`src/hw/rtl/tsoq_pkg.sv`:
```
// ----------------------------------------------------------------------------
// tsoq_pkg: shared types and constants
// Record layout, operation codes and compare results for the time sorted
// order queue.
// ----------------------------------------------------------------------------
package tsoq_pkg;

  localparam int DEPTH_DEF = 32;
  localparam logic [7:0] PERISH_TYPE = 8'h50;

  typedef enum logic [1:0] {
    FN_ENQ  = 2'd0,
    FN_DEQ  = 2'd1,
    FN_MARK = 2'd2,
    FN_NONE = 2'd3
  } func_t;

  typedef struct packed {
    logic [15:0] arr_time;
    logic [7:0]  pickup;
    logic [7:0]  dropoff;
    logic [7:0]  itype;
    logic        perish_valid;
    logic [15:0] perish;
    logic        done;
  } entry_t;

  typedef struct packed {
    logic [15:0] arr_time;
    logic [7:0]  pickup;
    logic [7:0]  dropoff;
    logic [7:0]  itype;
  } key_t;

  typedef struct packed {
    logic time_lt;
    logic match;
  } cmp_t;

endpackage

```
`src/hw/rtl/time_sorted_order_queue.sv`:
```
// ----------------------------------------------------------------------------
// time_sorted_order_queue: bounded queue of order records sorted by time
// Records live in a RAM; a small sequencer walks it one entry at a time.
// ----------------------------------------------------------------------------
// usage:
//   s_axis: one command item; tuser holds the operation (enqueue, dequeue
//   earliest, mark matching done), tdata the record fields.
//   m_axis: one result item per command, with ok, the popped record
//   (zeros unless a dequeue succeeded), count, empty and full.
// timing:
//   one command at a time; s_axis_tready is high only while idle.
//   each entry visit is a RAM read, then a compare and write back, set
//   by the single registered read port of the record RAM.
//   enqueue and dequeue visit all live entries; mark-done stops at the match.
//   a refused enqueue or unused code goes straight to the result.
// reset:
//   rst empties the queue at once; RAM contents are not cleared.
// stall:
//   a result waits in the output register; the next command is accepted
//   meanwhile and finishes once the register is free.
// ----------------------------------------------------------------------------
module time_sorted_order_queue import tsoq_pkg::*; #(
  parameter int DEPTH = DEPTH_DEF
) (
  input  logic clk,
  input  logic rst,
  input  logic s_axis_tvalid,
  output logic s_axis_tready,
  // time[15:0], pickup[23:16], dropoff[31:24], item_type[39:32], perish_time[55:40]
  input  logic [55:0] s_axis_tdata,
  // func[1:0]
  input  logic [1:0]  s_axis_tuser,
  output logic m_axis_tvalid,
  input  logic m_axis_tready,
  // ok, out_time, out_pickup, out_dropoff, out_type, out_perish, out_done,
  // count, is_empty, is_full, zero pad
  output logic [((61 + $clog2(DEPTH + 1) + 7) / 8) * 8 - 1:0] m_axis_tdata
);

  localparam int AW    = $clog2(DEPTH);
  localparam int CW    = $clog2(DEPTH + 1);
  localparam int RAW_W = 61 + CW;
  localparam int OUT_W = ((RAW_W + 7) / 8) * 8;

  typedef enum logic [3:0] {
    ST_IDLE   = 4'b0001,
    ST_RD     = 4'b0010,
    ST_PROC   = 4'b0100,
    ST_FINISH = 4'b1000
  } state_t;

  state_t      state;
  func_t       op;
  key_t        key;
  logic [15:0] key_perish;
  logic [CW-1:0] idx;
  logic [CW-1:0] cnt;
  entry_t      carry;
  logic        ins;
  entry_t      pop_rec;
  logic        res_ok;
  logic        res_pop;

  entry_t      new_rec;
  entry_t      rdata;
  entry_t      wdata;
  logic        we;
  logic [AW-1:0] waddr;
  logic [CW-1:0] idx_dec;
  logic        at_end;
  cmp_t        cmp;
  logic        out_free;
  logic [16:0] res_perish;
  logic [OUT_W-1:0] out_word;

  assign s_axis_tready = (state == ST_IDLE);
  assign at_end   = (idx == cnt);
  assign idx_dec  = idx - CW'(1);
  assign out_free = !m_axis_tvalid || m_axis_tready;

  always_comb begin
    new_rec.arr_time     = key.arr_time;
    new_rec.pickup       = key.pickup;
    new_rec.dropoff      = key.dropoff;
    new_rec.itype        = key.itype;
    new_rec.perish_valid = (key.itype == PERISH_TYPE);
    new_rec.perish       = new_rec.perish_valid ? key_perish : 16'd0;
    new_rec.done         = 1'b0;
  end

  tsoq_cmp u_cmp (
    .entry (rdata),
    .key   (key),
    .res   (cmp)
  );

  tsoq_ram #(
    .WIDTH ($bits(entry_t)),
    .DEPTH (DEPTH)
  ) u_ram (
    .clk   (clk),
    .we    (we),
    .waddr (waddr),
    .wdata (wdata),
    .raddr (idx[AW-1:0]),
    .rdata (rdata)
  );

  always_comb begin
    we    = 1'b0;
    waddr = idx[AW-1:0];
    wdata = new_rec;
    if (state == ST_RD && op == FN_ENQ && at_end) begin
      we    = 1'b1;
      wdata = ins ? carry : new_rec;
    end else if (state == ST_PROC) begin
      unique case (op)
        FN_ENQ: begin
          if (ins) begin
            we    = 1'b1;
            wdata = carry;
          end else if (!cmp.time_lt) begin
            we    = 1'b1;
            wdata = new_rec;
          end
        end
        FN_DEQ: begin
          if (idx != '0) begin
            we    = 1'b1;
            waddr = idx_dec[AW-1:0];
            wdata = rdata;
          end
        end
        FN_MARK: begin
          if (cmp.match) begin
            we         = 1'b1;
            wdata      = rdata;
            wdata.done = 1'b1;
          end
        end
        default: we = 1'b0;
      endcase
    end
  end

  always_comb begin
    res_perish = pop_rec.perish_valid ? {1'b0, pop_rec.perish} : 17'h1FFFF;
    out_word   = '0;
    out_word[0] = res_ok;
    if (res_pop) begin
      out_word[16:1]  = pop_rec.arr_time;
      out_word[24:17] = pop_rec.pickup;
      out_word[32:25] = pop_rec.dropoff;
      out_word[40:33] = pop_rec.itype;
      out_word[57:41] = res_perish;
      out_word[58]    = pop_rec.done;
    end
    out_word[59 +: CW]   = cnt;
    out_word[59 + CW]    = (cnt == '0);
    out_word[60 + CW]    = (cnt == CW'(DEPTH));
  end

  always_ff @(posedge clk) begin
    if (rst) begin
      state         <= ST_IDLE;
      cnt           <= '0;
      m_axis_tvalid <= 1'b0;
    end else begin
      if (m_axis_tvalid && m_axis_tready && state != ST_FINISH) begin
        m_axis_tvalid <= 1'b0;
      end
      unique case (state)
        ST_IDLE: begin
          if (s_axis_tvalid) begin
            op             <= func_t'(s_axis_tuser);
            key.arr_time   <= s_axis_tdata[15:0];
            key.pickup     <= s_axis_tdata[23:16];
            key.dropoff    <= s_axis_tdata[31:24];
            key.itype      <= s_axis_tdata[39:32];
            key_perish     <= s_axis_tdata[55:40];
            idx            <= '0;
            ins            <= 1'b0;
            res_ok         <= 1'b0;
            res_pop        <= 1'b0;
            if (func_t'(s_axis_tuser) == FN_NONE ||
                (func_t'(s_axis_tuser) == FN_ENQ && cnt == CW'(DEPTH))) begin
              state <= ST_FINISH;
            end else begin
              state <= ST_RD;
            end
          end
        end
        ST_RD: begin
          if (at_end) begin
            state <= ST_FINISH;
            case (op)
              FN_ENQ: begin
                cnt    <= cnt + CW'(1);
                res_ok <= 1'b1;
              end
              FN_DEQ: begin
                if (cnt != '0) begin
                  cnt     <= cnt - CW'(1);
                  res_ok  <= 1'b1;
                  res_pop <= 1'b1;
                end
              end
              default: res_ok <= 1'b0;
            endcase
          end else begin
            state <= ST_PROC;
          end
        end
        ST_PROC: begin
          state <= ST_RD;
          idx   <= idx + CW'(1);
          case (op)
            FN_ENQ: begin
              if (ins || !cmp.time_lt) begin
                ins   <= 1'b1;
                carry <= rdata;
              end
            end
            FN_DEQ: begin
              if (idx == '0) begin
                pop_rec <= rdata;
              end
            end
            FN_MARK: begin
              if (cmp.match) begin
                res_ok <= 1'b1;
                state  <= ST_FINISH;
              end
            end
            default: ins <= ins;
          endcase
        end
        ST_FINISH: begin
          if (out_free) begin
            m_axis_tdata  <= out_word;
            m_axis_tvalid <= 1'b1;
            state         <= ST_IDLE;
          end
        end
        default: state <= ST_IDLE;
      endcase
    end
  end

  a_cnt_bound: assert property (@(posedge clk) disable iff (rst)
    cnt <= CW'(DEPTH))
    else $error("entry count above capacity");

  a_write_live: assert property (@(posedge clk) disable iff (rst)
    we |-> (idx <= cnt) && (state == ST_RD || state == ST_PROC))
    else $error("ram write outside the live range");

  a_empty_flag: assert property (@(posedge clk) disable iff (rst)
    m_axis_tvalid |-> (m_axis_tdata[59 + CW] == (m_axis_tdata[59 +: CW] == '0)))
    else $error("empty flag disagrees with count");

  a_deq_shrinks: assert property (@(posedge clk) disable iff (rst)
    (state == ST_RD && at_end && op == FN_DEQ && cnt != '0) |=> (cnt == $past(cnt) - CW'(1)))
    else $error("dequeue did not shrink the queue");

endmodule

```
`src/hw/rtl/tsoq_ram.sv`:
```
// ----------------------------------------------------------------------------
// tsoq_ram: generic memory
// One write port, one read port, registered read data.
// ----------------------------------------------------------------------------
module tsoq_ram #(
  parameter int WIDTH = 8,
  parameter int DEPTH = 32
) (
  input  logic                     clk,
  input  logic                     we,
  input  logic [$clog2(DEPTH)-1:0] waddr,
  input  logic [WIDTH-1:0]         wdata,
  input  logic [$clog2(DEPTH)-1:0] raddr,
  output logic [WIDTH-1:0]         rdata
);

  logic [WIDTH-1:0] mem [DEPTH];

  always_ff @(posedge clk) begin
    if (we) begin
      mem[waddr] <= wdata;
    end
    rdata <= mem[raddr];
  end

endmodule

```
`src/hw/rtl/tsoq_cmp.sv`:
```
// ----------------------------------------------------------------------------
// tsoq_cmp: shared record compare unit
// Compares one stored record against the search key: time order and full
// match on time, pickup, dropoff and item type.
// ----------------------------------------------------------------------------
module tsoq_cmp import tsoq_pkg::*; (
  input  entry_t entry,
  input  key_t   key,
  output cmp_t   res
);

  always_comb begin
    res.time_lt = entry.arr_time < key.arr_time;
    res.match   = (entry.arr_time == key.arr_time) && (entry.pickup == key.pickup) &&
                  (entry.dropoff == key.dropoff) && (entry.itype == key.itype);
  end

endmodule

```
`config.mk`:
```
export PLATFORM = sky130hd
export DESIGN_NAME = time_sorted_order_queue
export DESIGN_NICKNAME = d
export VERILOG_FILES = /design/src/hw/rtl/tsoq_pkg.sv /design/src/hw/rtl/time_sorted_order_queue.sv /design/src/hw/rtl/tsoq_ram.sv /design/src/hw/rtl/tsoq_cmp.sv
export SDC_FILE = /design/constraint.sdc
export NUM_CORES = 2
export LEC_CHECK = 0
export ABC_AREA = 1
export BUFFER_PORTS_ARGS = -buffer_cell sky130_fd_sc_hd__buf_2
export CORE_MARGIN = 8
export CORE_UTILIZATION = 48
export DETAILED_ROUTE_END_ITERATION = 8
export PLACE_DENSITY = 0.69
export SETUP_SLACK_MARGIN = 0.1
export SLEW_MARGIN = 20
export SYNTH_ARGS = -nofsm -noshare
export SYNTH_HDL_FRONTEND = slang
export SYNTH_SLANG_ARGS = --single-unit
```
`constraint.sdc`:
```
create_clock -name clk -period 8.88 [get_ports clk]
set_input_delay 1.776 -clock clk [delete_from_list [all_inputs] [get_ports clk]]
set_output_delay 1.776 -clock clk [all_outputs]
set_load 0.05 [all_outputs]
```
# Word-level counts from Yosys, hierarchy flattened
# Memories as Yosys holds them, arrays and structs flattened. A register that Yosys moved wholly into a read port is not among the register bits.
# Index checks and enable logic that the tools add are counted.
# Widths: inputs -> output; s select.
dict set report word_totals {
  out_inout_bits 74
  ramBits 1856
  elab_cells 143
  input_bits 62
  mem_count 1
  mem_bits_ro 0
  regBits 261
  latch_bits 0
}
# memory depth width rd rd_ports_with_merged_regs write_ports line_no
set mem_list {}
lappend mem_list {u_ram.mem 32 58 1 1 1 tsoq_ram.sv:17} ;# logic [WIDTH-1:0] mem [DEPTH];
dict set report op_classes {
  addsub 4
  eq_ne 26
  n_mul 0
  reduce_logical 33
  magnitude_cmp 1
  n_shift 0
  n_div 0
  muxes 48
  n_bitwise 1
}
# cell count
set ops {}
lappend ops {{$mux 58} 5}
lappend ops {{$pmux 58 s3} 1}
lappend ops {{$eq 8x8->1} 3}
lappend ops {{$mux 4} 6}
lappend ops {{$pmux 6 s2} 2}
lappend ops {{$mux 1} 20}
lappend ops {{$mux 5} 4}
lappend ops {{$mux 17} 1}
lappend ops {{$eq 16x16->1} 1}
lappend ops {{$lt 16x16->1} 1}
lappend ops {{$mux 16} 1}
lappend ops {{$pmux 4 s4} 1}
lappend ops {{$add 6x1->6 const B} 2}
lappend ops {{$logic_not 6->1} 2}
lappend ops {{$mux 6} 2}
lappend ops {{$ne 2x2->1 const B} 6}
lappend ops {{$reduce_and 4->1} 3}
lappend ops {{$reduce_bool 6->1} 2}
lappend ops {{$reduce_and 3->1} 3}
lappend ops {{$eq 8x7->1 const B} 1}
lappend ops {{$logic_and 1x1->1} 8}
lappend ops {{$ne 2x1->1 const B} 4}
lappend ops {{$reduce_and 7->1} 1}
lappend ops {{$eq 6x6->1} 1}
lappend ops {{22 further kinds} 32}

# Longest topological paths before layout
dict set report depth {
  word_depth 10
  depth_mapped 17
  ltp_nobuf 17
}

# Modules after synthesis
# From an unflattened synthesis, not the netlist that was laid out.
dict set report hier_totals {
  hier_cells 7786
  hier_area_um2 89064.2
}
# mod instances cells_each area_per_inst_um2 seq_area_each_um2
set modules_own_cells {}
lappend modules_own_cells {tsoq_ram 1 6367 75980.4 56894.6}
lappend modules_own_cells {time_sorted_order_queue 1 1233 12181.7 7727.4}
lappend modules_own_cells {tsoq_cmp 1 186 902.1 0.0}

# Least setup slack after synthesis
# OpenSTA, ideal clock, no wires.
dict set report synth_path {
  path_kind {input -> register}
  start {in rst}
  end {reg m_axis_tdata[0], enable pin}
  required_ns 8.292
  setup_ns 0.588
  stages 2
  t_arrival_ns 6.885
  path_buffers 1
  path_slack_ns 1.407
  cell_sequence {buf_1 -> nor3b_1}
}
dict set report synth_via {
  elab_chain_cells 2
}
# element line_no
set synth_rtl {}
lappend synth_rtl {{from (decl)} time_sorted_order_queue.sv:26} ;# input logic rst,
lappend synth_rtl {{$not 1->1 (no source line)} n/a}
lappend synth_rtl {{$reduce_and 3->1 (no source line)} n/a}
lappend synth_rtl {{to (signal assigned)} time_sorted_order_queue.sv:240} ;# m_axis_tdata <= out_word;
lappend synth_rtl {{to (decl)} time_sorted_order_queue.sv:37} ;# output logic [((61 + $clog2(DEPTH + 1) + 7) / 8) * 8 - 1:0] m_axis_tdata
# Every way passes these cells.
# A chain may end at the register's enable or synchronous reset.

# Worst setup path in the final report
dict set report layout_path {
  start {reg idx[0]}
  end {mem u_ram.mem[29][52] (netlist bit), enable pin}
}
dict set report layout_via {
  elab_chain_cells 7
  elab_cells_between_ends 14
  cone_classes {1 x add/sub; 1 x eq/ne; 10 x mux; 2 x reduce/logical}
}
# element line_no
set layout_rtl {}
lappend layout_rtl {{from (decl)} time_sorted_order_queue.sv:56} ;# logic [CW-1:0] idx;
lappend layout_rtl {{from (signal assigned)} time_sorted_order_queue.sv:216} ;# idx <= idx + CW'(1);
lappend layout_rtl {{$reduce_bool 6->1} time_sorted_order_queue.sv:128} ;# if (idx != '0) begin
lappend layout_rtl {{$mux 1} time_sorted_order_queue.sv:128}
lappend layout_rtl {{$pmux 1 s3} time_sorted_order_queue.sv:117} ;# unique case (op)
lappend layout_rtl {{$mux 1} time_sorted_order_queue.sv:116} ;# end else if (state == ST_PROC) begin
lappend layout_rtl {{$mux 1} time_sorted_order_queue.sv:113} ;# if (state == ST_RD && op == FN_ENQ && at_end) begin
lappend layout_rtl {{$mux 1} tsoq_ram.sv:20} ;# if (we) begin
lappend layout_rtl {{$mux 1 (implied by the code)} tsoq_ram.sv:21} ;# mem[waddr] <= wdata;
lappend layout_rtl {{to (decl)} tsoq_ram.sv:17}
# Parallel ways exist; a longest one is shown, timed or not.

==> impl_metrics.py <==
metrics = {
    "global_routing": {
        "track_usage_pct": 23.7,
        "grt_max_degree": 165,
        "grt_pass1_wl_mm": 344,
        "overflow": 0,
        "grt_pass1_vias": 51900,
        "grt_antenna_before_repair": 16,
    },
    "timing": {
        "fin_hold_ws_ns": 0.463,
        "final.setup.worst_slack_ns": 3.66,
        "finalSetupViolCount": 0,
        "finalHoldViolCount": 0,
        "grt_setup_unrepaired": "false",
        "slew_headroom_pct": 21.1,
        "max_freq_mhz": 192,
        "finClkSkew_ns": 0.0328,
        "drv_slew": 0,
        "fin_crit_sh_pct": 58.8,
        "setup_tns_ns": 0,
        "worst_slew_pin_slew_ns": 1.18,
        "min_period_ns": 5.22,
    },
    "clocking": {
        "clk_latency_ns": 0.85,
        "clock_path_buffers": 3,
        "tritoncts": "done",
        "clkSinkCount": 2175,
        "cts_max_level": 4,
        "post_cts_buffers": 0,
        "cts_resized": 0,
        "clkSlewWorstSetupHoldPaths_ns": 0.06,
        "cts_root_buf": "clkbuf_16",
        "postCtsHoldBufs": 0,
        "numCtsBuffers": 202,
    },
    "layout": {
        "final_common_cell": "edfxtp_1",
        "synthToLayoutAreaGrowth_pct": 11.4,
        "n_fill_cell": 14200,
        "final_cell_mix": "edfxtp_1 (2106), nor2_1 (1052), o21ai_0 (990)",
        "fin_nets": 6777,
        "drive_above_1_share_pct": 9.78,
    },
    "floorplan": {
        "initial_utilization_pct": 48.2,
        "die_area_um2": 192000,
        "io_pins": 136,
        "dieHeight_um": 439,
        "core_um2": 178000,
        "die_width_um": 439,
        "rows": 155,
    },
    "setup_path": {
        "cp.required_ns": 9.33,
        "critPathKind": "register to register",
        "worstPathArrival_ns": 5.67,
        "crit_chain": "inv_8, nand2_1, a21oi_1, nand2_1, nor2_2, nand2_4, inv_4, nand2_4, nand2_4, nand3_2, nor2_4, buf_4",
        "start_kind": "register",
        "critPathTopFamily": "simple AND/OR/NAND/NOR gates",
        "worstSetupEndpointType": "register",
        "path_common_cell": "nand2_4",
        "critPathMaxFanout": 124,
        "critPathMaxStageDelay_ns": 0.92,
        "crit_path_top_delay_cell": "buf_4",
        "critPathBufInv": 3,
    },
    "routing": {
        "routed_via_density": 6.04,
        "drc": 0,
        "drt_iter0_markers": 8359,
        "dr.pass1.iters": 8,
        "vias": 55700,
        "wirelength_mm": 238,
        "drt.antenna.violating_nets": 0,
        "routedWlPerCell_um": 25.8,
    },
    "power": {
        "ir_worst_vdd_mv": 0.173,
        "power_density_nw_per_um2": 236,
        "leakage_nw": 30.6,
    },
    "synthesis": {
        "synth_flop_cell": "edfxtp_1",
        "yosys_warnings": 0,
        "syn_avg_cell_area_um2": 12.9,
        "synthCells": 6656,
        "synthArstFlopShare_pct": 0,
        "ys_ff_latch": 2175,
        "synth_area_um2": 85800,
        "synth-edff-count": 2106,
        "yosysSeqAreaShare_pct": 75.3,
        "ys_types": 54,
    },
    "place": {
        "portBuffers": 130,
        "place_congestion": 0.919,
        "dp_hpwl_mm": 130,
        "post-place-ws_ns": 3.68,
    },
    "hold_path": {
        "hp-class": "register to register",
    },
    "run": {
        "cap_viol_max_count": 0,
    },
    "run_status": {
        "status": "finished clean",
    },
}
cells by family after synthesis:
kind of cell,after synthesis,share of synthesized area [%]
DFF,2175,75.3
adders and majority gates,23,0.344
AOI/OAI and AO/OA,1762,11.6
other,1,0.00437
buffers and inverters,591,2.95
xor gates and xnor gates,19,0.203
and+or+nand+nor,2085,9.59
layer usage:
layer / vias up / global-route usage [%] / share of wire, %
li1: 24500 / - / -
met1: 27300 / 33.2 / 38
met2: 3457 / 36.9 / 45
met3: 488 / 5.62 / 13
met4: 0 / 7.79 / 3.4
met5: - / 0 / 0
state kept, by name, summed over array words and instances, names as in the netlist, 6 cells and up:
signal,count
u_ram.mem,1856
m_axis_tdata,67
carry,58
pop_rec,58
u_ram.rdata,58
key,40
key_perish,16
cnt,6
idx,6
final timing paths:
check | from | end | slack [ns] | cells after the start
min | res_ok | m_axis_tdata[0] | 0.46 | 0
max reg2reg | idx[0] | u_ram.mem[29][52] | 3.66 | 12
min reg2reg | res_ok | m_axis_tdata[0] | 0.46 | 0
max | idx[0] | u_ram.mem[29][52] | 3.66 | 12
per-stage QoR:
stage               total power, mW  util [%]  std cells  instance area (um2)
floorplan                      13.3         -       6660                85800
global placement               14.2      49.9       8839                88900
detailed placement             14.2      50.0       8842                89000
CTS                            22.5      53.6       9215                95500
global route                   23.2      53.7       9217                95600
finish                         22.5      53.7       9219                95600
synthesized netlist by cell type (2+ instances only):
master,n,share of area (%)
a21oi_1,122,0.71
o22ai_1,464,3.4
nor2_4,2,0.026
nor3_1,16,0.093
nand4_1,4,0.029
nand3_1,141,0.82
nand3b_1,8,0.070
inv_2,13,0.057
nor2_2,4,0.029
nor3_2,2,0.023
a41oi_2,12,0.23
inv_1,140,0.61
nor4_1,5,0.036
edfxtp_1,2106,74
dfxtp_1,69,1.6
xnor2_1,12,0.12
clkinv_1,4,0.017
nand2_4,4,0.053
buf_2,118,0.69
nand3_2,6,0.070
inv_4,2,0.015
a22o_1,17,0.17
o211ai_1,33,0.29
a31oi_1,24,0.18
xor2_1,6,0.061
a21boi_0,15,0.13
o21ai_1,25,0.15
buf_1,16,0.070
nand2_1,795,3.5
ha_1,22,0.32
o21ai_2,2,0.020
o21ai_0,994,5.8
buf_4,24,0.21
nand2_2,4,0.029
nor2_1,1089,4.8
a211oi_1,32,0.28
buf_6,9,0.12
clkbuf_1,264,1.2
a41oi_1,16,0.16
cell type report:
| class | instances | area [um2] | area share, % |
|---|---|---|---|
| antenna | 3 | 7.51 | 0.00786 |
| tap | 2355 | 2950 | 3.08 |
| timing repair buffer | 259 | 1760 | 1.84 |
| multi-input combinational | 3894 | 19100 | 20.0 |
| clock buffer | 280 | 5610 | 5.88 |
| inverter | 160 | 631 | 0.660 |
| clock inverter | 93 | 872 | 0.913 |
| sequential | 2175 | 64600 | 67.6 |
where the power goes:
group	switching (mW)	internal (mW)	leakage, nW
sequential	0.220	11.4	18.6
combinational	1.80	0.617	8.78
clock	3.71	4.77	3.16
total	5.73	16.8	30.6
worst register-to-register path, stage by stage (launching register included):
cell and delay, ns:
edfxtp_1 0.47, inv_8 0.56, nand2_1 0.12, a21oi_1 0.16, nand2_1 0.11, nor2_2 0.14
nand2_4 0.21, inv_4 0.25, nand2_4 0.27, nand2_4 0.24, nand3_2 0.40, nor2_4 0.91
buf_4 0.95
Power figures use the tool's default switching activity.
